$ cat src/rtl/core/pli_pkg.sv
// Shared types and constants for the piecewise linear interpolator.
// Used by pli_ctrl, pli_datapath and the top level piecewise_linear_interp.
package pli_pkg;

    localparam int DATA_W      = 32;
    localparam int INDEX_W     = 6;
    localparam int COUNT_W     = 7;
    localparam int TABLE_DEPTH = 64;
    localparam int DIV_STEPS   = 32;
    localparam int STEP_W      = 5;

    localparam logic CMD_WRITE = 1'b0;
    localparam logic CMD_QUERY = 1'b1;

    typedef enum logic [1:0] {
        ADDR_ZERO,
        ADDR_LAST,
        ADDR_IDX,
        ADDR_IDX_NEXT
    } pli_addr_sel_t;

    typedef enum logic {
        RES_CLAMP,
        RES_INTERP
    } pli_res_sel_t;

    typedef struct packed {
        logic          wr_en;
        logic          load_query;
        logic          cap_first;
        logic          cap_cur;
        logic          advance;
        logic          mul_load;
        logic          div_step;
        logic          out_load;
        pli_addr_sel_t addr_sel;
        pli_res_sel_t  res_sel;
    } pli_cmd_t;

    typedef struct packed {
        logic q_le_rd;
        logic q_ge_rd;
        logic at_last;
        logic out_free;
    } pli_status_t;

endpackage

$ cat src/rtl/core/pli_ctrl.sv
// Controller of the interpolator: sequences the clamp checks, the interval
// search, the multiply and the divide steps. Depends on pli_pkg.
module pli_ctrl (
    input  logic                 clk,
    input  logic                 rst_n,
    input  logic                 in_valid,
    output logic                 in_stall,
    input  logic                 cmd,
    input  pli_pkg::pli_status_t status,
    output pli_pkg::pli_cmd_t    cmd_bus
);
    import pli_pkg::*;

    typedef enum logic [2:0] {
        ST_IDLE,
        ST_FIRST,
        ST_LAST,
        ST_SCAN,
        ST_MUL,
        ST_DIV,
        ST_DONE
    } state_t;

    state_t       state_reg, state_next;
    pli_res_sel_t res_sel_reg, res_sel_next;
    logic [STEP_W-1:0] step_reg, step_next;

    assign in_stall = state_reg != ST_IDLE;

    always_comb
    begin
        state_next   = state_reg;
        res_sel_next = res_sel_reg;
        step_next    = step_reg;

        cmd_bus            = '0;
        cmd_bus.addr_sel   = ADDR_ZERO;
        cmd_bus.res_sel    = res_sel_reg;

        case (state_reg)
            ST_IDLE:
            begin
                // Entry zero is read here so that it is ready in the first step.
                cmd_bus.addr_sel = ADDR_ZERO;
                if (in_valid && cmd == CMD_WRITE)
                    cmd_bus.wr_en = 1'b1;
                if (in_valid && cmd == CMD_QUERY)
                begin
                    cmd_bus.load_query = 1'b1;
                    state_next         = ST_FIRST;
                end
            end
            ST_FIRST:
            begin
                cmd_bus.cap_first = 1'b1;
                cmd_bus.addr_sel  = ADDR_LAST;
                if (status.q_le_rd)
                begin
                    res_sel_next = RES_CLAMP;
                    state_next   = ST_DONE;
                end
                else
                    state_next = ST_LAST;
            end
            ST_LAST:
            begin
                cmd_bus.cap_cur  = 1'b1;
                cmd_bus.addr_sel = ADDR_IDX;
                if (status.q_ge_rd)
                begin
                    res_sel_next = RES_CLAMP;
                    state_next   = ST_DONE;
                end
                else
                    state_next = ST_SCAN;
            end
            ST_SCAN:
            begin
                cmd_bus.cap_cur = 1'b1;
                if (status.at_last || status.q_le_rd)
                    state_next = ST_MUL;
                else
                begin
                    cmd_bus.advance  = 1'b1;
                    cmd_bus.addr_sel = ADDR_IDX_NEXT;
                end
            end
            ST_MUL:
            begin
                cmd_bus.mul_load = 1'b1;
                res_sel_next     = RES_INTERP;
                step_next        = '0;
                state_next       = ST_DIV;
            end
            ST_DIV:
            begin
                cmd_bus.div_step = 1'b1;
                step_next        = step_reg + STEP_W'(1);
                if (step_reg == STEP_W'(DIV_STEPS - 1))
                    state_next = ST_DONE;
            end
            ST_DONE:
            begin
                if (status.out_free)
                begin
                    cmd_bus.out_load = 1'b1;
                    state_next       = ST_IDLE;
                end
            end
            default:
            begin
                state_next = ST_IDLE;
            end
        endcase
    end

    always_ff @(posedge clk or negedge rst_n)
    begin
        if (!rst_n)
        begin
            state_reg   <= ST_IDLE;
            res_sel_reg <= RES_CLAMP;
            step_reg    <= '0;
        end
        else
        begin
            state_reg   <= state_next;
            res_sel_reg <= res_sel_next;
            step_reg    <= step_next;
        end
    end

endmodule

$ cat config.mk
export PLATFORM = sky130hd
export DESIGN_NAME = pli_ctrl
export DESIGN_NICKNAME = d
export VERILOG_FILES = /design/src/rtl/core/pli_pkg.sv /design/src/rtl/core/pli_ctrl.sv
export SDC_FILE = /design/constraint.sdc
export NUM_CORES = 1
export LEC_CHECK = 0
export ABC_CLOCK_PERIOD_IN_PS = 2300
export BUFFER_PORTS_ARGS = -buffer_cell sky130_fd_sc_hd__buf_2
export CORE_AREA = 3 3 40 42
export CTS_CLUSTER_SIZE = 24
export DETAILED_ROUTE_END_ITERATION = 10
export DIE_AREA = 0 0 43 45
export GPL_TIMING_DRIVEN = 1
export HOLD_SLACK_MARGIN = 0.05
export PLACE_DENSITY = 0.82
export SLEW_MARGIN = 5
export SYNTH_ARGS = -nofsm -noshare
export SYNTH_HDL_FRONTEND = slang
export SYNTH_SLANG_ARGS = --single-unit
$ cat constraint.sdc
create_clock -name clk -period 2.3 [get_ports clk]
set_clock_uncertainty 0.1 [all_clocks]
set_input_delay 0.23 -clock clk [delete_from_list [all_inputs] [get_ports clk]]
set_output_delay 0.23 -clock clk [all_outputs]
set_load 0.01 [all_outputs]
==> metrics.md, run 1 <==
| Metric | Value |
|---|---|
| RePlAce Congestion | 0.7636 |
| Mapped Cells | 78 |
| Largest net degree at the start of global routing | 17 |
| CP endpoint kind | output pin |
| Worst Hold Class | input pin to register |
| RSZ-0062 raised after global routing | no |
| Fraction of registers with async set/reset | 100.0% |
| Iter 0 DRT Violations | 21 |
| Setup TNS | 0 ns |
| Drt wl/cell | 12.30 um |
| Int Pwr | 0.0004831 W |
| Post-CTS Setup Bufs | 0 |
| Buffers on Ports | 19 |
| Final core utilization | 56.57% |
| Maximum VDD drop | 0.5941 mV |
| Clock Pin Slew Worst Setup and Hold Paths | 0.06 ns |
| Die Ht | 45 um |
| Layout cells sized above 1 | 26.04% |
| Switching Share | 46.61% |
| Mapped Avg Cell Area | 7.924 sq um |
| Area of the multi-input gates | 340.3 sq um |
| Number of global-route vias before repair | 518 |
| Number of antenna-violating nets in the routed design | 0 |
| CTS tree | done |
| Share of the synthesized area in the top cell type | 36.44% |
| Max reg flops | 5 |
| GRT Util Overall | 15.13% |
| CTS resizes | 0 |
| Final wirelength | 1365 um |
| Root Buffer | clkbuf_4 |
| Sequential power share | 39.5% |
| Post-Syn Nets | 88 |
| Overall Power | 0.0009049 W |
| Clock Sinks | 9 |
| Starting Density | 48.10% |
| Headroom to the max-slew limit | 70.63% |
| Post-DP HPWL | 994.4 um |
| Worst Path Arrival | 1.58 ns |
| FF+latch area | 225.2 sq um |
| Top Ports | 20 |
| Yosys cell types | 26 |
| Yosys warnings | 0 |
| Startpoint Class | register |
| Kind of critical path | register to output pin |
| Die area | 1935 sq um |
| Synth area leader | dfrtp_1 |
| GRT Residual Overflow | 0 |
| Via/cell ratio | 5.369 |
| Share of the yosys chip area belonging to registers | 36.44% |
| Worst-skew pair later-pin latency | 0.26 ns |
| Max Fanout on Critical Path | 13 |
| Total Nets Final | 107 |
| Pwr dens | 1245 nW/um^2 |
| Final hold violations | 0 |
| Clock buffer depth | 2 |
| Global-route wire length before repair | 2187 um |
| Initial antenna violation count | 0 |
| Sw power | 0.0004218 W |
| Worst-Margin Slew | 0.4406 ns |
| Max Cap Viol | 0 |
| P&R area growth vs syn | 17.61% |
| Tmin final | 1.912 ns |
| CTS buffer count | 3 |
| Max Freq | 0.5231 GHz |
| Logic gate share of total power | 46.6% |
| EDFF count, synth | 0 |
| Leakage | 0.3542 nW |
| CP required | 1.97 ns |
| Antenna diode count | 0 |
| Total core area | 1285 sq um |
| Number of setup violations in the final report | 0 |
| Seq cells post-synth | 9 |
| H-tree depth | 1 |
| Fin crit share | 83.11% |
| 1st-pass router iterations | 4 |
| Top_reg_cell synth | dfrtp_1 |
| Die width | 43 um |
| Drt drc | 0 |
| Outcome | completed |
| Row count | 13 |
| Max Slew Vio Count | 0 |
| Synth area leaders | dfrtp_1, a21oi_1, nand2_1 |
| Clock power share | 13.9% |
| Fill cell count | 125 |
| Vias | 596 |
| Synthesized area | 618.1 sq um |
-- cells in the mapped netlist, types with 2 or more instances --
| library cell | instances |
|---|---|
| o21ai_0 | 6 |
| nor3b_1 | 3 |
| nand2_1 | 12 |
| and2_1 | 2 |
| nor2_1 | 5 |
| inv_1 | 3 |
| o21a_1 | 2 |
| ha_1 | 2 |
| nor3_1 | 5 |
| a21oi_1 | 9 |
| dfrtp_1 | 9 |
| nand2b_1 | 2 |
| buf_4 | 2 |
| nand3_1 | 2 |
| buf_2 | 3 |
-- area by class of cell --
class,instances,area share [%]
multi-input combinational,60,46.82
sequential,9,30.98
timing repair buffer,20,14.46
clock buffer,4,3.614
tap,15,2.582
inverter,3,1.549
-- final timing paths --
kind | cells after the start | startpoint | endpoint | slack (ns)
min in group asynchronous | 2 | rst_n | res_sel_reg | 0.24
max | 3 | state_reg[2] | cmd_bus[10] | 0.39
min | 4 | status[0] | state_reg[1] | 0.19
max reg2reg | 7 | step_reg[0] | state_reg[1] | 0.50
max in group asynchronous | 2 | rst_n | step_reg[0] | 1.68
min reg2reg | 2 | step_reg[4] | step_reg[4] | 0.40
-- power by group through the flow --
stage	Combinational [W]	Clock (W)	Sequential [W]
2_1_floorplan	0.000408	0	0.000283
3_3_place_gp	0.000416	0	0.000354
3_5_place_dp	0.000423	0	0.000357
4_1_cts	0.000426	0.000131	0.000355
5_1_grt	0.000476	0.000140	0.000372
6_report	0.000421	0.000126	0.000357
-- per-stage QoR --
| step | hold WS [ns] | setup slack, ns | cell area, sq um | std cells |
|---|---|---|---|---|
| 5_1_grt | 0.2076 | 0.2436 | 726.9 | 111 |
| 3_3_place_gp | -0.01020 | 0.5689 | 690.7 | 106 |
| 4_1_cts | 0.1781 | 0.3810 | 726.9 | 111 |
| 6_report | 0.1870 | 0.3884 | 726.9 | 111 |
| 3_5_place_dp | -0.004248 | 0.5281 | 690.7 | 106 |
| 2_1_floorplan | -0.1656 | 0.6408 | 618.1 | 78 |
-- repair_timing --
item | 4_1_cts | 5_1_grt
endpoints found under the hold margin | 9 | 0
setup endpoints to repair | 0 | 0
hold buffers | 1 | 0
-- cells by family after synthesis --
logic type,Yosys count,synth area share [%]
multiplexers,1,1.822
AND/OR/NAND/NOR,35,29.15
AO/OA/AOI/OAI,22,20.04
adder cells (fa/ha/maj),2,4.048
buffers and inverters,9,8.500
flip-flops,9,36.44
-- per-layer routing --
metal  GRT usage [%]  wire length (um)  share of wire, %  up-vias
met4           9.639                10              0.73        0
li1                -                 -                 -      308
met5               0                 0                 0        -
met3           3.586                57               4.2        2
met1           20.05               638                47      271
met2           22.16               658                48       15
-- layout by cell type (no fill, tap or decap), drive strengths merged --
master	count
o22ai	1
nor3b	3
nor2b	1
and2	2
mux2	1
and3	1
dlygate4sd3	1
dfrtp	9
inv	3
nand2b	2
nand3	2
o31ai	1
nor4b	1
clkbuf	4
buf	19
a31oi	1
or3	1
o21ai	8
a21oi	9
o21a	2
nor2	5
nor3	5
ha	2
nand2	12
-- critical path, stage by stage, from the launching register on --
cell and delay (ns):
dfrtp_1 0.52, or3_1 0.47, nor3b_1 0.18, buf_2 0.16
Power figures use the tool's default switching activity.
==> run 2: changes to the inputs <==
--- a/config.mk
+++ b/config.mk
@@ -5,15 +5,15 @@
 export SDC_FILE = /design/constraint.sdc
 export NUM_CORES = 1
 export LEC_CHECK = 0
-export ABC_CLOCK_PERIOD_IN_PS = 2300
+export ABC_CLOCK_PERIOD_IN_PS = 1700
 export BUFFER_PORTS_ARGS = -buffer_cell sky130_fd_sc_hd__buf_2
-export CORE_AREA = 3 3 40 42
+export CORE_MARGIN = 3
+export CORE_UTILIZATION = 43
 export CTS_CLUSTER_SIZE = 24
 export DETAILED_ROUTE_END_ITERATION = 10
-export DIE_AREA = 0 0 43 45
 export GPL_TIMING_DRIVEN = 1
 export HOLD_SLACK_MARGIN = 0.05
-export PLACE_DENSITY = 0.82
+export PLACE_DENSITY = 0.8
 export SLEW_MARGIN = 5
 export SYNTH_ARGS = -nofsm -noshare
 export SYNTH_HDL_FRONTEND = slang
==> constraint.sdc (replaced) <==
create_clock -name clk -period 1.7 [get_ports clk]
set_clock_uncertainty 0.1 [all_clocks]
set_input_delay 0.17 -clock clk [delete_from_list [all_inputs] [get_ports clk]]
set_output_delay 0.17 -clock clk [all_outputs]
set_load 0.01 [all_outputs]
==> run 2 against run 1 <==
The run now ends with negative setup slack left. Via count is 14% higher. Design area is 23% higher. Cell count up 14%. Routed wire length increased by 33%. Global-route usage rose by 3.8 points. Clock power up 29%. Hold slack got worse by 0.068 ns. Total power rose by 72%. Non-clock buffer count rose by 15. Critical path depth up 1.
==> metrics.md, run 2 (same netlist as run 1, synthesis figures left out) <==
| Metric | Value |
|---|---|
| Worst-skew pair later-pin latency | 0.27 ns |
| Sw power | 0.0006850 W |
| Startpoint Class | register |
| Root Buffer | clkbuf_4 |
| Worst Hold Class | input pin to register |
| Final wirelength | 1815 um |
| Buffers on Ports | 19 |
| CP peak stage delay | 0.46 ns |
| CTS buffer count | 3 |
| Via/cell ratio | 5.389 |
| Iter 0 DRT Violations | 21 |
| Number of setup violations in the final report | 1 |
| Drt wl/cell | 14.40 um |
| Slowest cell on crit path | dfrtp_1 |
| Pwr dens | 1734 nW/um^2 |
| CTS tree | done |
| Drt drc | 0 |
| P&R area growth vs syn | 44.94% |
| Starting Density | 46.91% |
| Clock Sinks | 9 |
| Largest net degree at the start of global routing | 12 |
| Number of global-route vias before repair | 590 |
| Leakage | 0.4327 nW |
| H-tree depth | 1 |
| Reg2reg start | step_reg[1] |
| Max Freq | 0.5794 GHz |
| Number of antenna-violating nets in the routed design | 0 |
| 1st-pass router iterations | 4 |
| Worst Path Arrival | 1.46 ns |
| Max Slew Vio Count | 0 |
| Fill cell count | 106 |
| Die width | 43.92 um |
| Hold Crit Endpoint | state_reg[1] |
| Top Ports | 20 |
| Max reg flops | 5 |
| Cell chain of the critical path | buf_4 > o21ai_0 > and2_1 > buf_2 |
| RePlAce Congestion | 0.8427 |
| Worst-Margin Slew | 0.3687 ns |
| Post-DP HPWL | 1095 um |
| Total Nets Final | 122 |
| Commonest non-fill, non-tap cell in the layout | buf_2 |
| Hold Crit Depth | 4 |
| Worst R2R Path Depth | 7 |
| Maximum VDD drop | 0.9162 mV |
| Layout cells sized above 1 | 44.14% |
| RSZ-0062 raised after global routing | yes |
| Post-Layout Inst Area | 895.9 sq um |
| Cell Count, Final, Fillers Out | 126 |
| Headroom to the max-slew limit | 75.42% |
| GRT Residual Overflow | 0 |
| Min-delay src | status[0] |
| Most frequent cells in the layout | buf_2, buf_4, nand2_1, dfrtp_1, a21oi_1 |
| Failing checks | negative setup slack |
| Max Cap Viol | 0 |
| Vias | 679 |
| Sequential power share | 25.9% |
| CP required | 1.43 ns |
| Int Pwr | 0.0008686 W |
| Antenna diode count | 0 |
| Post-place setup slack | -0.07500 ns |
| Fin crit share | 101.5% |
| Total core area | 1318 sq um |
| CP endpoint kind | output pin |
| Switching Share | 44.09% |
| Clock buffer depth | 2 |
| GRT Util Overall | 18.93% |
| Tmin final | 1.726 ns |
| Placed Cells | 112 |
| Logic gate share of total power | 63.6% |
| Clock Pin Slew Worst Setup and Hold Paths | 0.06 ns |
| RR Endpoint | state_reg[2] |
| Placed cell areas | 735.7 sq um |
| Initial antenna violation count | 0 |
| Kind of critical path | register to output pin |
| Die Ht | 43.92 um |
| Setup TNS | -0.02583 ns |
| Global-route wire length before repair | 2656 um |
| Die area | 1929 sq um |
| Outcome | complete, but fails checks |
| Max Fanout on Critical Path | 10 |
| Row count | 13 |
| Reg2Reg Setup Slack | 0.03 ns |
| Setup ws final | -0.02583 ns |
| Final hold violations | 0 |
| Clock power share | 10.5% |
run 2: power by group through the flow:
stage | Sequential [W] | Clock (W) | Combinational, W
after floorplan | 0.000383 | 0 | 0.000552
after global placement | 0.000398 | 0 | 0.000744
after detailed placement | 0.000404 | 0 | 0.000758
after CTS | 0.000400 | 0.000164 | 0.000827
after global routing | 0.000410 | 0.000183 | 0.00109
final | 0.000403 | 0.000163 | 0.000988
run 2: worst max path at each step:
stage                 start            to  slack (ns)
6_report       state_reg[0]    cmd_bus[2]       -0.03
5_1_grt        state_reg[0]    cmd_bus[2]       -0.08
4_1_cts         step_reg[0]  state_reg[2]      -0.002
3_5_place_dp    step_reg[0]  state_reg[1]       -0.07
3_3_place_gp    step_reg[1]  state_reg[2]        0.02
2_1_floorplan   step_reg[0]  state_reg[1]        0.04
run 2: area by class of cell:
class | instances | area [sq um] | area share [%]
Sequential cell | 9 | 226.5 | 25.28
Timing Repair Buffer | 35 | 221.5 | 24.72
Multi-Input combinational cell | 60 | 391.6 | 43.72
Clock buffer | 4 | 26.28 | 2.933
Tap cell | 15 | 18.77 | 2.095
Inverter | 3 | 11.26 | 1.257
run 2: repair_timing:
| action | in CTS | in global routing |
|---|---|---|
| setup buffers | 1 | 8 |
| setup endpoints to repair | 4 | 7 |
| gates resized for setup | 6 | 7 |
| hold buffers | 1 | 0 |
| endpoints found under the hold margin | 9 | 0 |
| pin swaps | 1 | 6 |
run 2: metrics by stage:
step / total power (W) / hold slack, ns / utilization, %
after floorplan: 0.0009355 / -0.2256 / -
after global placement: 0.001142 / -0.06976 / 55.84
after detailed placement: 0.001162 / -0.07133 / 55.84
after CTS: 0.001391 / 0.1202 / 61.35
after global routing: 0.001679 / 0.1453 / 68.00
final: 0.001554 / 0.1191 / 68.00
run 2: per-layer routing:
layer,track usage [%],up-vias,share of wire [%]
met4,7.831,0,4.2
li1,-,336,-
met2,27.62,20,49
met1,24.23,317,42
met5,0,-,0
met3,8.299,6,4.8
run 2: critical path, delay by kind of cell, from the launching register on:
family / cells / cell delay [ns]
DFF: 1 / 0.46
buffers and inverters: 2 / 0.37
and+or+nand+nor: 1 / 0.21
AOI/OAI and AO/OA: 1 / 0.14
